$ cat src/rtl/pfa_pkg.sv
// Package for the paged frame allocator: field widths, status codes,
// request kinds and the result record. No dependencies.
package pfa_pkg;

    localparam int PID_W       = 8;
    localparam int PAGE_W      = 6;
    localparam int STATUS_W    = 3;
    localparam int LAST_FRAME_W = 5;
    localparam int FREED_W     = 6;
    localparam int OWNER_W     = PID_W + 1;
    localparam int RES_DEPTH   = 32;
    localparam int RQ_AW       = 5;
    localparam int RQ_CW       = 6;

    localparam logic [OWNER_W-1:0] OWNER_FREE = 9'h100;

    localparam logic KIND_ALLOC   = 1'b0;
    localparam logic KIND_DEALLOC = 1'b1;

    localparam logic [STATUS_W-1:0] STATUS_ALLOCATED   = 3'd0;
    localparam logic [STATUS_W-1:0] STATUS_NO_FRAMES   = 3'd1;
    localparam logic [STATUS_W-1:0] STATUS_EVICTED     = 3'd2;
    localparam logic [STATUS_W-1:0] STATUS_DEALLOCATED = 3'd3;
    localparam logic [STATUS_W-1:0] STATUS_QUEUE_FULL  = 3'd4;

    typedef struct packed {
        logic [STATUS_W-1:0]     status;
        logic [PID_W-1:0]        evicted_id;
        logic [LAST_FRAME_W-1:0] last_frame;
        logic                    reloaded;
        logic [FREED_W-1:0]      freed_count;
        logic                    last;
    } pfa_res_t;

endpackage

$ cat src/rtl/pfa_req_if.sv
// Request channel of the frame allocator: valid, ready and request fields.
// Depends on pfa_pkg.
interface pfa_req_if
    import pfa_pkg::*;
();
    logic              valid;
    logic              ready;
    logic              kind;
    logic [PID_W-1:0]  process_id;
    logic [PAGE_W-1:0] page_count;

    modport source (output valid, kind, process_id, page_count, input ready);
    modport sink   (input valid, kind, process_id, page_count, output ready);
endinterface

$ cat src/rtl/pfa_rsp_if.sv
// Result channel of the frame allocator: valid, ready and result fields.
// Depends on pfa_pkg.
interface pfa_rsp_if
    import pfa_pkg::*;
();
    logic                    valid;
    logic                    ready;
    logic [STATUS_W-1:0]     status;
    logic [PID_W-1:0]        evicted_id;
    logic [LAST_FRAME_W-1:0] last_frame;
    logic                    reloaded;
    logic [FREED_W-1:0]      freed_count;
    logic                    last;

    modport source (output valid, status, evicted_id, last_frame, reloaded, freed_count, last,
                    input ready);
    modport sink   (input valid, status, evicted_id, last_frame, reloaded, freed_count, last,
                    output ready);
endinterface

$ cat src/rtl/pfa_out_stage.sv
// Output register of the frame allocator: holds one result beat until taken.
// Depends on pfa_pkg and pfa_rsp_if.
module pfa_out_stage
    import pfa_pkg::*;
(
    input  logic     clk,
    input  logic     rst_n,
    input  logic     push,
    input  pfa_res_t push_res,
    output logic     space,
    pfa_rsp_if.source rsp
);
    logic     vld_reg;
    pfa_res_t data_reg;

    always_ff @(posedge clk or negedge rst_n)
    begin
        if (!rst_n)
        begin
            vld_reg <= 1'b0;
        end
        else if (push)
        begin
            vld_reg <= 1'b1;
        end
        else if (rsp.ready)
        begin
            vld_reg <= 1'b0;
        end
    end

    always_ff @(posedge clk)
    begin
        if (push)
        begin
            data_reg <= push_res;
        end
    end

    assign space           = !vld_reg || rsp.ready;
    assign rsp.valid       = vld_reg;
    assign rsp.status      = data_reg.status;
    assign rsp.evicted_id  = data_reg.evicted_id;
    assign rsp.last_frame  = data_reg.last_frame;
    assign rsp.reloaded    = data_reg.reloaded;
    assign rsp.freed_count = data_reg.freed_count;
    assign rsp.last        = data_reg.last;
endmodule

$ cat src/rtl/paged_frame_allocator_fifo_swap.sv
// Top level of the paged frame allocator with FIFO swapping: sequencer and memories.
// Depends on pfa_pkg, pfa_req_if, pfa_rsp_if and pfa_out_stage.
//
// Usage:
//   req carries one request beat (kind, process_id, page_count); rsp carries
//   the result beats, last set on the final one. A request is taken only when
//   the previous one has finished; evictions come first, one beat each.
//   A deallocate or each eviction scans the whole owner memory; an allocate
//   pops its frames from the free list one at a time, reading each frame and
//   then writing its owner, after any evictions. The next request waits for
//   the previous one, so the owner memory scan and the free-list read port
//   set how often requests are taken.
//   Reset: a clearing pass fills the free list and clears owners and swapped
//   bits; req.ready stays low meanwhile.
//   Stall: a result beat waits in the output register; the sequencer holds
//   while the register is full and rsp.ready is low.
module paged_frame_allocator_fifo_swap
    import pfa_pkg::*;
#(
    parameter int NUM_FRAMES    = 32,
    parameter int MAX_PROCESSES = 256
)
(
    input  logic      clk,
    input  logic      rst_n,
    pfa_req_if.sink   req,
    pfa_rsp_if.source rsp
);
    localparam int FW      = $clog2(NUM_FRAMES);
    localparam int FCW     = $clog2(NUM_FRAMES + 1);
    localparam int TW      = FW + 1;
    localparam int SW      = $clog2(MAX_PROCESSES);
    localparam int CLR_LEN = (NUM_FRAMES > MAX_PROCESSES) ? NUM_FRAMES : MAX_PROCESSES;
    localparam int CW      = $clog2(CLR_LEN + 1);
    localparam int PIDS    = 1 << PID_W;

    localparam logic [3:0] S_CLR    = 4'd0;
    localparam logic [3:0] S_IDLE   = 4'd1;
    localparam logic [3:0] S_CHECK  = 4'd2;
    localparam logic [3:0] S_RQ_WT  = 4'd3;
    localparam logic [3:0] S_SCAN   = 4'd4;
    localparam logic [3:0] S_SW_WT  = 4'd5;
    localparam logic [3:0] S_POP_RD = 4'd6;
    localparam logic [3:0] S_POP_WT = 4'd7;
    localparam logic [3:0] S_PUSH   = 4'd8;
    localparam logic [3:0] S_EMIT   = 4'd9;

    logic [FW-1:0]      ff_mem [NUM_FRAMES];
    logic [OWNER_W-1:0] ow_mem [NUM_FRAMES];
    logic [PID_W-1:0]   rq_mem [RES_DEPTH];
    logic               sw_mem [MAX_PROCESSES];

    logic [SW-1:0] mod_tbl [PIDS];

    logic [3:0]        state_reg, state_next;
    logic [CW-1:0]     clr_reg, clr_next;
    logic [FW-1:0]     fhead_reg, fhead_next;
    logic [FCW-1:0]    fcount_reg, fcount_next;
    logic [RQ_AW-1:0]  rhead_reg, rhead_next;
    logic [RQ_CW-1:0]  rcount_reg, rcount_next;
    logic [PID_W-1:0]  pid_reg, pid_next;
    logic [PAGE_W-1:0] need_reg, need_next;
    logic [PAGE_W-1:0] left_reg, left_next;
    logic [PID_W-1:0]  spid_reg, spid_next;
    logic [FCW-1:0]    scan_reg, scan_next;
    logic              evld_reg, evld_next;
    logic [FW-1:0]     eidx_reg, eidx_next;
    logic [FCW-1:0]    nfree_reg, nfree_next;
    pfa_res_t          res_reg, res_next;

    logic               ff_we, ow_we, rq_we, sw_we;
    logic [FW-1:0]      ff_waddr, ff_wdata, ff_raddr, ff_rdata;
    logic [FW-1:0]      ow_waddr, ow_raddr;
    logic [OWNER_W-1:0] ow_wdata, ow_rdata;
    logic [PID_W-1:0]   rq_rdata;
    logic [SW-1:0]      sw_waddr, sw_raddr;
    logic               sw_wdata, sw_rdata;

    logic [TW-1:0] tail_sum;
    logic [FW-1:0] tail;
    logic          short;
    logic          out_push, out_space;

    for (genvar g = 0; g < PIDS; g++)
    begin : g_mod
        assign mod_tbl[g] = SW'(g % MAX_PROCESSES);
    end

    assign tail_sum = TW'(fhead_reg) + TW'(fcount_reg);
    assign tail     = (tail_sum >= TW'(NUM_FRAMES)) ? FW'(tail_sum - TW'(NUM_FRAMES))
                                                    : FW'(tail_sum);
    assign short    = 7'(need_reg) > 7'(fcount_reg);

    always_ff @(posedge clk)
    begin
        if (ff_we)
        begin
            ff_mem[ff_waddr] <= ff_wdata;
        end
        ff_rdata <= ff_mem[ff_raddr];
    end

    always_ff @(posedge clk)
    begin
        if (ow_we)
        begin
            ow_mem[ow_waddr] <= ow_wdata;
        end
        ow_rdata <= ow_mem[ow_raddr];
    end

    always_ff @(posedge clk)
    begin
        if (rq_we)
        begin
            rq_mem[RQ_AW'(rhead_reg + RQ_AW'(rcount_reg))] <= pid_reg;
        end
        rq_rdata <= rq_mem[rhead_reg];
    end

    always_ff @(posedge clk)
    begin
        if (sw_we)
        begin
            sw_mem[sw_waddr] <= sw_wdata;
        end
        sw_rdata <= sw_mem[sw_raddr];
    end

    always_comb
    begin
        state_next  = state_reg;
        clr_next    = clr_reg;
        fhead_next  = fhead_reg;
        fcount_next = fcount_reg;
        rhead_next  = rhead_reg;
        rcount_next = rcount_reg;
        pid_next    = pid_reg;
        need_next   = need_reg;
        left_next   = left_reg;
        spid_next   = spid_reg;
        scan_next   = scan_reg;
        evld_next   = evld_reg;
        eidx_next   = eidx_reg;
        nfree_next  = nfree_reg;
        res_next    = res_reg;
        ff_we       = 1'b0;
        ff_waddr    = tail;
        ff_wdata    = eidx_reg;
        ff_raddr    = fhead_reg;
        ow_we       = 1'b0;
        ow_waddr    = eidx_reg;
        ow_wdata    = OWNER_FREE;
        ow_raddr    = scan_reg[FW-1:0];
        rq_we       = 1'b0;
        sw_we       = 1'b0;
        sw_waddr    = mod_tbl[pid_reg];
        sw_wdata    = 1'b0;
        sw_raddr    = mod_tbl[pid_reg];
        out_push    = 1'b0;
        req.ready   = 1'b0;

        unique case (state_reg)
            S_CLR:
            begin
                ff_waddr = clr_reg[FW-1:0];
                ff_wdata = clr_reg[FW-1:0];
                ow_waddr = clr_reg[FW-1:0];
                sw_waddr = clr_reg[SW-1:0];
                ff_we    = clr_reg < CW'(NUM_FRAMES);
                ow_we    = clr_reg < CW'(NUM_FRAMES);
                sw_we    = clr_reg < CW'(MAX_PROCESSES);
                clr_next = clr_reg + 1'b1;
                if (clr_reg == CW'(CLR_LEN - 1))
                begin
                    state_next = S_IDLE;
                end
            end
            S_IDLE:
            begin
                req.ready = 1'b1;
                if (req.valid)
                begin
                    pid_next  = req.process_id;
                    need_next = req.page_count;
                    res_next  = '0;
                    if (req.kind == KIND_DEALLOC)
                    begin
                        res_next.status = STATUS_DEALLOCATED;
                        res_next.last   = 1'b1;
                        spid_next  = req.process_id;
                        scan_next  = '0;
                        evld_next  = 1'b0;
                        nfree_next = '0;
                        state_next = S_SCAN;
                    end
                    else
                    begin
                        state_next = S_CHECK;
                    end
                end
            end
            S_CHECK:
            begin
                res_next = '0;
                if (short && rcount_reg != '0)
                begin
                    state_next = S_RQ_WT;
                end
                else if (short)
                begin
                    res_next.status = STATUS_NO_FRAMES;
                    res_next.last   = 1'b1;
                    state_next      = S_EMIT;
                end
                else if (rcount_reg >= RQ_CW'(RES_DEPTH))
                begin
                    res_next.status = STATUS_QUEUE_FULL;
                    res_next.last   = 1'b1;
                    state_next      = S_EMIT;
                end
                else
                begin
                    state_next = S_SW_WT;
                end
            end
            S_RQ_WT:
            begin
                spid_next           = rq_rdata;
                rhead_next          = rhead_reg + 1'b1;
                rcount_next         = rcount_reg - 1'b1;
                sw_we               = 1'b1;
                sw_waddr            = mod_tbl[rq_rdata];
                sw_wdata            = 1'b1;
                res_next.status     = STATUS_EVICTED;
                res_next.evicted_id = rq_rdata;
                scan_next           = '0;
                evld_next           = 1'b0;
                nfree_next          = '0;
                state_next          = S_SCAN;
            end
            S_SCAN:
            begin
                if (evld_reg && ow_rdata == {1'b0, spid_reg})
                begin
                    ow_we      = 1'b1;
                    nfree_next = nfree_reg + 1'b1;
                    if (fcount_reg < FCW'(NUM_FRAMES))
                    begin
                        ff_we       = 1'b1;
                        fcount_next = fcount_reg + 1'b1;
                    end
                end
                if (scan_reg < FCW'(NUM_FRAMES))
                begin
                    evld_next = 1'b1;
                    eidx_next = scan_reg[FW-1:0];
                    scan_next = scan_reg + 1'b1;
                end
                else
                begin
                    evld_next = 1'b0;
                    if (!evld_reg)
                    begin
                        res_next.freed_count = FREED_W'(nfree_reg);
                        state_next           = S_EMIT;
                    end
                end
            end
            S_SW_WT:
            begin
                res_next.reloaded = sw_rdata;
                sw_we             = 1'b1;
                left_next         = need_reg;
                state_next        = S_POP_RD;
            end
            S_POP_RD:
            begin
                if (left_reg == '0)
                begin
                    state_next = S_PUSH;
                end
                else
                begin
                    fhead_next  = (fhead_reg == FW'(NUM_FRAMES - 1)) ? '0 : fhead_reg + 1'b1;
                    fcount_next = fcount_reg - 1'b1;
                    left_next   = left_reg - 1'b1;
                    state_next  = S_POP_WT;
                end
            end
            S_POP_WT:
            begin
                ow_we               = 1'b1;
                ow_waddr            = ff_rdata;
                ow_wdata            = {1'b0, pid_reg};
                res_next.last_frame = LAST_FRAME_W'(ff_rdata);
                state_next          = S_POP_RD;
            end
            S_PUSH:
            begin
                rq_we           = 1'b1;
                rcount_next     = rcount_reg + 1'b1;
                res_next.status = STATUS_ALLOCATED;
                res_next.last   = 1'b1;
                state_next      = S_EMIT;
            end
            S_EMIT:
            begin
                if (out_space)
                begin
                    out_push   = 1'b1;
                    state_next = res_reg.last ? S_IDLE : S_CHECK;
                end
            end
            default:
            begin
                state_next = S_CLR;
            end
        endcase
    end

    always_ff @(posedge clk or negedge rst_n)
    begin
        if (!rst_n)
        begin
            state_reg  <= S_CLR;
            clr_reg    <= '0;
            fhead_reg  <= '0;
            fcount_reg <= FCW'(NUM_FRAMES);
            rhead_reg  <= '0;
            rcount_reg <= '0;
            scan_reg   <= '0;
            evld_reg   <= 1'b0;
            nfree_reg  <= '0;
        end
        else
        begin
            state_reg  <= state_next;
            clr_reg    <= clr_next;
            fhead_reg  <= fhead_next;
            fcount_reg <= fcount_next;
            rhead_reg  <= rhead_next;
            rcount_reg <= rcount_next;
            scan_reg   <= scan_next;
            evld_reg   <= evld_next;
            nfree_reg  <= nfree_next;
        end
    end

    always_ff @(posedge clk)
    begin
        pid_reg  <= pid_next;
        need_reg <= need_next;
        left_reg <= left_next;
        spid_reg <= spid_next;
        eidx_reg <= eidx_next;
        res_reg  <= res_next;
    end

    pfa_out_stage u_out_stage (
        .clk      (clk),
        .rst_n    (rst_n),
        .push     (out_push),
        .push_res (res_reg),
        .space    (out_space),
        .rsp      (rsp)
    );
endmodule

$ cat src/flat_wrapper.sv
// flat-port wrapper written by rule: the top's interface ports become plain ports
module paged_frame_allocator_fifo_swap_flat import pfa_pkg::*;
#(
    parameter int NUM_FRAMES    = 32,
    parameter int MAX_PROCESSES = 256
)
  (clk, rst_n, req_valid, req_kind, req_process_id, req_page_count, req_ready, rsp_valid, rsp_status, rsp_evicted_id, rsp_last_frame, rsp_reloaded, rsp_freed_count, rsp_last, rsp_ready);
  pfa_req_if req_i ();
  pfa_rsp_if rsp_i ();
  input  logic clk;
  input  logic rst_n;
  input wire logic [$bits(req_i.valid)-1:0] req_valid;
  input wire logic [$bits(req_i.kind)-1:0] req_kind;
  input wire logic [$bits(req_i.process_id)-1:0] req_process_id;
  input wire logic [$bits(req_i.page_count)-1:0] req_page_count;
  output wire logic [$bits(req_i.ready)-1:0] req_ready;
  output wire logic [$bits(rsp_i.valid)-1:0] rsp_valid;
  output wire logic [$bits(rsp_i.status)-1:0] rsp_status;
  output wire logic [$bits(rsp_i.evicted_id)-1:0] rsp_evicted_id;
  output wire logic [$bits(rsp_i.last_frame)-1:0] rsp_last_frame;
  output wire logic [$bits(rsp_i.reloaded)-1:0] rsp_reloaded;
  output wire logic [$bits(rsp_i.freed_count)-1:0] rsp_freed_count;
  output wire logic [$bits(rsp_i.last)-1:0] rsp_last;
  input wire logic [$bits(rsp_i.ready)-1:0] rsp_ready;
  assign req_i.valid = req_valid;
  assign req_i.kind = req_kind;
  assign req_i.process_id = req_process_id;
  assign req_i.page_count = req_page_count;
  assign req_ready = req_i.ready;
  assign rsp_valid = rsp_i.valid;
  assign rsp_status = rsp_i.status;
  assign rsp_evicted_id = rsp_i.evicted_id;
  assign rsp_last_frame = rsp_i.last_frame;
  assign rsp_reloaded = rsp_i.reloaded;
  assign rsp_freed_count = rsp_i.freed_count;
  assign rsp_last = rsp_i.last;
  assign rsp_i.ready = rsp_ready;
  paged_frame_allocator_fifo_swap #(.NUM_FRAMES(NUM_FRAMES), .MAX_PROCESSES(MAX_PROCESSES)) u_core (.clk(clk), .rst_n(rst_n), .req(req_i), .rsp(rsp_i));
endmodule
$ cat config.mk
export PLATFORM = sky130hd
export DESIGN_NAME = paged_frame_allocator_fifo_swap_flat
export DESIGN_NICKNAME = d
export VERILOG_FILES = /design/src/rtl/pfa_pkg.sv /design/src/rtl/pfa_req_if.sv /design/src/rtl/pfa_rsp_if.sv /design/src/rtl/pfa_out_stage.sv /design/src/rtl/paged_frame_allocator_fifo_swap.sv /design/src/flat_wrapper.sv
export SDC_FILE = /design/constraint.sdc
export NUM_CORES = 1
export LEC_CHECK = 0
export CORE_UTILIZATION = 57
export DETAILED_ROUTE_END_ITERATION = 10
export DONT_BUFFER_PORTS = 1
export GPL_TIMING_DRIVEN = 0
export PLACE_DENSITY = 0.75
export SLEW_MARGIN = 20
export SYNTH_ARGS = -nofsm -noshare
export SYNTH_HDL_FRONTEND = slang
export SYNTH_SLANG_ARGS = --single-unit
$ cat constraint.sdc
create_clock -name clk -period 3.2 [get_ports clk]
set_input_delay 0 -clock clk [delete_from_list [all_inputs] [get_ports clk]]
set_output_delay 0 -clock clk [all_outputs]
set_load 0.01 [all_outputs]
Yosys cells after proc, flatten, opt, wreduce, memory -nomap -nowiden
Memories as Yosys holds them, arrays and structs flattened. A register that Yosys moved wholly into a read port is not among the register bits.
Cells that the tools add are included.
Widths: inputs -> output; s select.
- input bits: 19
- memories kept: 6
- memory bits (writable): 960
- output and inout port bits: 26
- bits in registers: 130
- bits in read-only memories: 4096
- memories (name ; depth ; bits a word ; rd ports ; clocked after memory_dff ; wr ports ; RTL line ; RTL):
    (name not given) ; 256 ; 8 ; 1 ; 0 ; 0 ; paged_frame_allocator_fifo_swap.sv:157 ; sw_waddr = mod_tbl[pid_reg];
    (name not given) ; 256 ; 8 ; 1 ; 0 ; 0 ; paged_frame_allocator_fifo_swap.sv:233 ; sw_waddr = mod_tbl[rq_rdata];
    u_core.ow_mem ; 32 ; 9 ; 1 ; 1 ; 1 ; paged_frame_allocator_fifo_swap.sv:49 ; logic [OWNER_W-1:0] ow_mem [NUM_FRAMES];
    u_core.rq_mem ; 32 ; 8 ; 1 ; 1 ; 1 ; paged_frame_allocator_fifo_swap.sv:50 ; logic [PID_W-1:0] rq_mem [RES_DEPTH];
    u_core.sw_mem ; 256 ; 1 ; 1 ; 1 ; 1 ; paged_frame_allocator_fifo_swap.sv:51 ; logic sw_mem [MAX_PROCESSES];
    u_core.ff_mem ; 32 ; 5 ; 1 ; 1 ; 1 ; paged_frame_allocator_fifo_swap.sv:48 ; logic [FW-1:0] ff_mem [NUM_FRAMES];
- bitwise operators: 3
- $lt $le $gt $ge: 9
- muxes and demuxes: 81
- reduce and logical (&&, ||, !) cells: 37
- equality and inequality tests: 22
- $add $sub $neg: 13
- operators by type and width (kind ; count):
    $mux 6 ; 10
    $pmux 6 s3 ; 3
    $mux 8 ; 6
    $mux 4 ; 9
    $pmux 4 s9 ; 1
    $pmux 6 s2 ; 3
    $pmux 8 s2 ; 2
    $mux 1 ; 25
    $add 6x1->6 const B ; 4
    $mux 24 ; 1
    $pmux 8 s3 ; 1
    $mux 5 ; 4
    $ge 9x9->1 const B ; 2
    $not 8->9 ; 2
    $reduce_and 2->1 ; 9
    $reduce_bool 3->1 ; 6
    $sub 6x1->6 const B ; 3
    $eq 4x3->1 const B ; 4
    $reduce_and 4->1 ; 4
    $pmux 5 s3 ; 1
    $ge 6x6->1 const B ; 2
    $lt 6x6->1 const B ; 2
    $mux 3 ; 4
    $pmux 1 s3 ; 4
    other kinds (33) ; 53

Longest topological paths before layout
- depth in word-level cells: 6
- depth in mapped cells: 13
- depth with buffers taken out: 12

Hierarchy
From an unflattened synthesis, not the netlist that was laid out.
- cells, all modules: 2504
- area, all modules: 45293.4 µm²
- by module, submodules not included (module ; instances ; seq. area each (µm²) ; area an instance (µm²) ; cells each):
    paged_frame_allocator_fifo_swap ; 1 ; 32202.1 ; 44525.2 ; 2477
    pfa_out_stage ; 1 ; 745.7 ; 768.2 ; 27

Worst setup path after synthesis
No wires, ideal clock.
- path kind: reg2reg
- from: register u_core.state_reg[2]
- to: memory u_core.sw_mem[159] (enable)
- arrival time: 3155 ps
- cell stages (with the launch flop): 12
- path slack: -254 ps
- data required time: 2900 ps
- period minus slack after synthesis: 3454 ps
- cell sequence: dfrtp_1 buf_2 nor2_1 nand3_1 inv_2 buf_4 and2_1 a211oi_1 nor2_1 nand3_1 buf_2 nor2_1
- word-level cells in the longest chain between the ends: 5
- ends and longest elaborated chain (item ; RTL line ; RTL):
    start, declared ; paged_frame_allocator_fifo_swap.sv:55 ; logic [3:0] state_reg, state_next;
    start signal, assigned ; paged_frame_allocator_fifo_swap.sv:338 ; state_reg <= state_next;
    $eq 4x3->1 or $eq 4x2->1 (tied branches) ; paged_frame_allocator_fifo_swap.sv:163 ; unique case (state_reg)
    $reduce_or 2->1 (no source line) ; - ;
    $pmux 1 s2 ; paged_frame_allocator_fifo_swap.sv:163 ;
    $mux 1 ; paged_frame_allocator_fifo_swap.sv:123 ; if (sw_we)
    $mux 1 (implied by the code) ; paged_frame_allocator_fifo_swap.sv:125 ; sw_mem[sw_waddr] <= sw_wdata;
    end, declared ; paged_frame_allocator_fifo_swap.sv:51 ;
Several ways; a longest one is shown, not always the timed one.

Worst setup path in the final report
- from: register u_core.pid_reg[3]
- to: register u_core.sw_rdata (read register of u_core.sw_mem)
- word-level cells in the longest chain between the ends: 4
- ends and longest elaborated chain (item ; RTL line ; RTL):
    start, declared ; paged_frame_allocator_fifo_swap.sv:61 ; logic [PID_W-1:0] pid_reg, pid_next;
    start signal, assigned ; paged_frame_allocator_fifo_swap.sv:352 ; pid_reg <= pid_next;
    $not 8->9 (implied by the code) ; paged_frame_allocator_fifo_swap.sv:159 ; sw_raddr = mod_tbl[pid_reg];
    $mem_v2 256x8 ; - ;
    $mux 8 (2 in a row) ; - ;
    end, declared ; paged_frame_allocator_fifo_swap.sv:77 ; logic sw_wdata, sw_rdata;
No other way between the ends. The select of a mux whose other input is x is not followed.
A chain may end at the register's enable or synchronous reset.

==> impl_metrics.csv <==
group,metric,value,unit
outcome,status,"finished, violations left",
outcome,violations,"setup timing",
grt,antenna_found_initial,2,
grt,grt_usage,28.0,%
clocking,cts.clk_slew.worst_paths,0.07,ns
synthesis,yosysSeqAreaShare,72.7,%
sta,fin_crit_sh,103,%
clocking,cts_max_level,3,
sta,rsz0062_at_grt,"yes",
setup_path,crit_path_max_fanout,10,
cells_and_area,area_growth,15.0,%
detailed_routing,avgRoutedWirePerCell,28.4,um
synthesis,syn-num-nets,2691,
job,cap_violations,0,
sta,worst_slew_pin_slew,1.15,ns
die,std_cell_rows,103,
setup_path,criticalPathCategory,"flip-flop to flip-flop",
grt,grt_pass1_wl,166,mm
cells_and_area,seqCellArea,32900,sq um
sta,relSlewSlack,23.3,%
detailed_routing,antenna_left,0,
synthesis,syn_area,45300,sq um
placement,numPortBuffers,0,
placement,gp_congestion,0.932,
detailed_routing,via_per_inst,6.52,
synthesis,ys_ff_latch,1113,
grt,overflow,0,
clocking,cts_tree,"done",
grt,grt_pass1_vias,26029,
cells_and_area,finalNonFillerCells,3968,
cells_and_area,regMostFlops,"u_core.ow_mem",
cells_and_area,drive_above_1_share,24.0,%
sta,drv_slew,0,
sta,max_freq,304,MHz
setup_path,slowest_delay,0.64,ns
placement,dp_hpwl,68.5,mm
clocking,cts_root_buf,"clkbuf_16",
sta,fin_skew,0.0403,ns
sta,final-setup-viol-count,1,
setup_path,cp.arrival,3.80,ns
clocking,clock_sinks,1113,
setup_path,startpoint_type,"flip-flop",
detailed_routing,routed_wl,113,mm
setup_path,crit_path_top_delay_cell,"clkbuf_1",
sta,final.setup.tns,-0.0861,ns
worst_hold_path,hold_class,"primary input to flip-flop",
die,num_io_pins,45,
cells_and_area,largest_register_ffs,288,
synthesis,yosysWarnings,0,
synthesis,synth_top_flop_cell,"edfxtp_1",
cells_and_area,nets,2875,
sta,finalCriticalPeriod,3.29,ns
synthesis,synth-edff-count,1041,
cells_and_area,multiInputGateArea,12500,sq um
die,core_area,78900,sq um
placement,dp_cells,3696,
pwr,power,45600,uW
die,die_y,284,um
pwr,vdd_drop_max,0.000620,V
sta,holdWs,0.0197,ns
setup_path,path_cells,"clkbuf_1 > nor2_1 > clkbuf_1 > a22oi_1 > a21oi_1 > a211oi_1 > a21oi_1 > nand3b_1 > nand4_1",
sta,hold_viol_final,0,
cells_and_area,utilization,66.1,%
cells_and_area,reg.largest.list,"u_core.ow_mem x288, u_core.rq_mem x256, u_core.sw_mem x256",
pwr,p_per_area,873,nW/um^2
die,dieArea,80700,sq um
clocking,clock_path_buffers,3,
detailed_routing,drc,0,
die,fp.dieW,284,um
synthesis,syn_area_per_cell,17.2,sq um
detailed_routing,dr.pass1.iters,6,
sta,setup_slack,-0.0861,ns
setup_path,required,3.72,ns
clocking,cts_buffers,108,
grt,grt_start_max_net_pins,133,
detailed_routing,vias,25872,
die,start_util,57.5,%
synthesis,synth_cell_types,58,
cells_and_area,n_fill_cell,5029,
synthesis,syn_inst,2638,
synthesis,async_flop_share,4.40,%
detailed_routing,drt-initial-drc-count,3729,
setup_path,critPathCaptureType,"flip-flop",
clocking,clkLatencyLatePin,0.68,ns
pwr,p_leak,0.0168,uW
## worst max-delay path, delay by kind of cell (launching register included)
kind,cells,cell delay (ns)
compound gates,4,0.93
buf+inv,2,1.08
flops,1,0.46
simple gates,3,0.63
## through the flow
| step | cell area [sq um] | setup WS, ns |
|---|---|---|
| floorplan | 45400 | 0.000500 |
| global placement | 46700 | -1.23 |
| detailed placement | 46800 | -1.46 |
| CTS | 51700 | -0.140 |
| global route | 52200 | -0.0636 |
| finish | 52200 | -0.0861 |
## synth_stat cells, drive strengths merged, types with 31 or more instances
master,number,area [sq um]
mux2i,82,821
mux4,230,5180
inv,31,116
o21ai,49,245
nor2,403,1530
a21oi,47,235
edfxtp,1041,31300
clkbuf,89,334
buf,56,263
o221ai,45,394
nand3,33,165
nand2,151,574
dfrtp,48,1200
## power breakdown
part | switching (uW) | internal (uW)
combinational | 9130 | 4930
clock | 5470 | 7260
sequential | 689 | 18100
total | 15300 | 30300
## kinds of logic (layout without fill, tap and decap cells)
kind of cell	Yosys count	count (layout)	share of synthesized area, %
AOI/OAI and AO/OA	240	240	3.58
xor gates and xnor gates	47	47	0.908
adders and majority gates	34	34	1.00
buffers and inverters	177	452	1.58
DFF	1113	1113	72.7
muxes	331	331	13.7
other	0	5	0
and+or+nand+nor	696	696	6.56
## final cells by class
| cell class | instances | area share [%] |
|---|---|---|
| Inverter | 32 | 0.242 |
| Clock buffer | 138 | 5.62 |
| Timing Repair Buffer | 81 | 1.98 |
| Buffer | 137 | 1.32 |
| Antenna cell | 5 | 0.0240 |
| Tap cell | 1050 | 2.52 |
| Sequential cell | 1113 | 63.2 |
| Timing Repair inverter | 1 | 0.00960 |
| Multi-Input combinational cell | 1348 | 24.0 |
| Clock inverter | 63 | 1.13 |
## worst paths after layout
path | from | endpoint | slack, ns | cells after the start
worst max-delay path | u_core.pid_reg[3] | u_core.sw_rdata | -0.09 | 9
worst min-delay path | req_page_count[5] | u_core.need_reg[5] | 0.02 | 1
worst max register to register | u_core.pid_reg[3] | u_core.sw_rdata | -0.09 | 9
worst min register to register | u_core.res_reg[12] | u_core.u_out_stage.rsp.last_frame[4] | 0.41 | 0
max in group asynchronous | rst_n | u_core.u_out_stage.rsp.valid | 2.36 | 4
min in group asynchronous | rst_n | u_core.fcount_reg[5] | 0.57 | 3
## layout by cell type, fill, tap and decap left out, types with 45 or more instances in the layout
cell type,instances
nor2_4,70
edfxtp_1,1041
dfrtp_1,47
nand2_1,136
clkbuf_1,82
o21ai_0,49
nor2_1,304
mux4_2,230
o221ai_1,45
clkbuf_16,111
a21oi_1,46
mux2i_1,82
## metal layers
layer | vias to the layer above | routed length, um | global-route usage (%)
li1 | 10706 | - | -
met1 | 13170 | 42000 | 38.2
met2 | 1727 | 54800 | 45.1
met3 | 269 | 12200 | 5.77
met4 | 0 | 3670 | 9.88
met5 | - | 0 | 0
## repair_timing
item                                    CTS  global route
setup endpoints to repair              1011           862
buffers inserted                         36            10
hold buffers                             23             0
gates resized for setup                 159           126
cloned                                    3             0
pin swaps                                18             9
endpoints found under the hold margin   109             0
(Power assumes the default switching activity.)
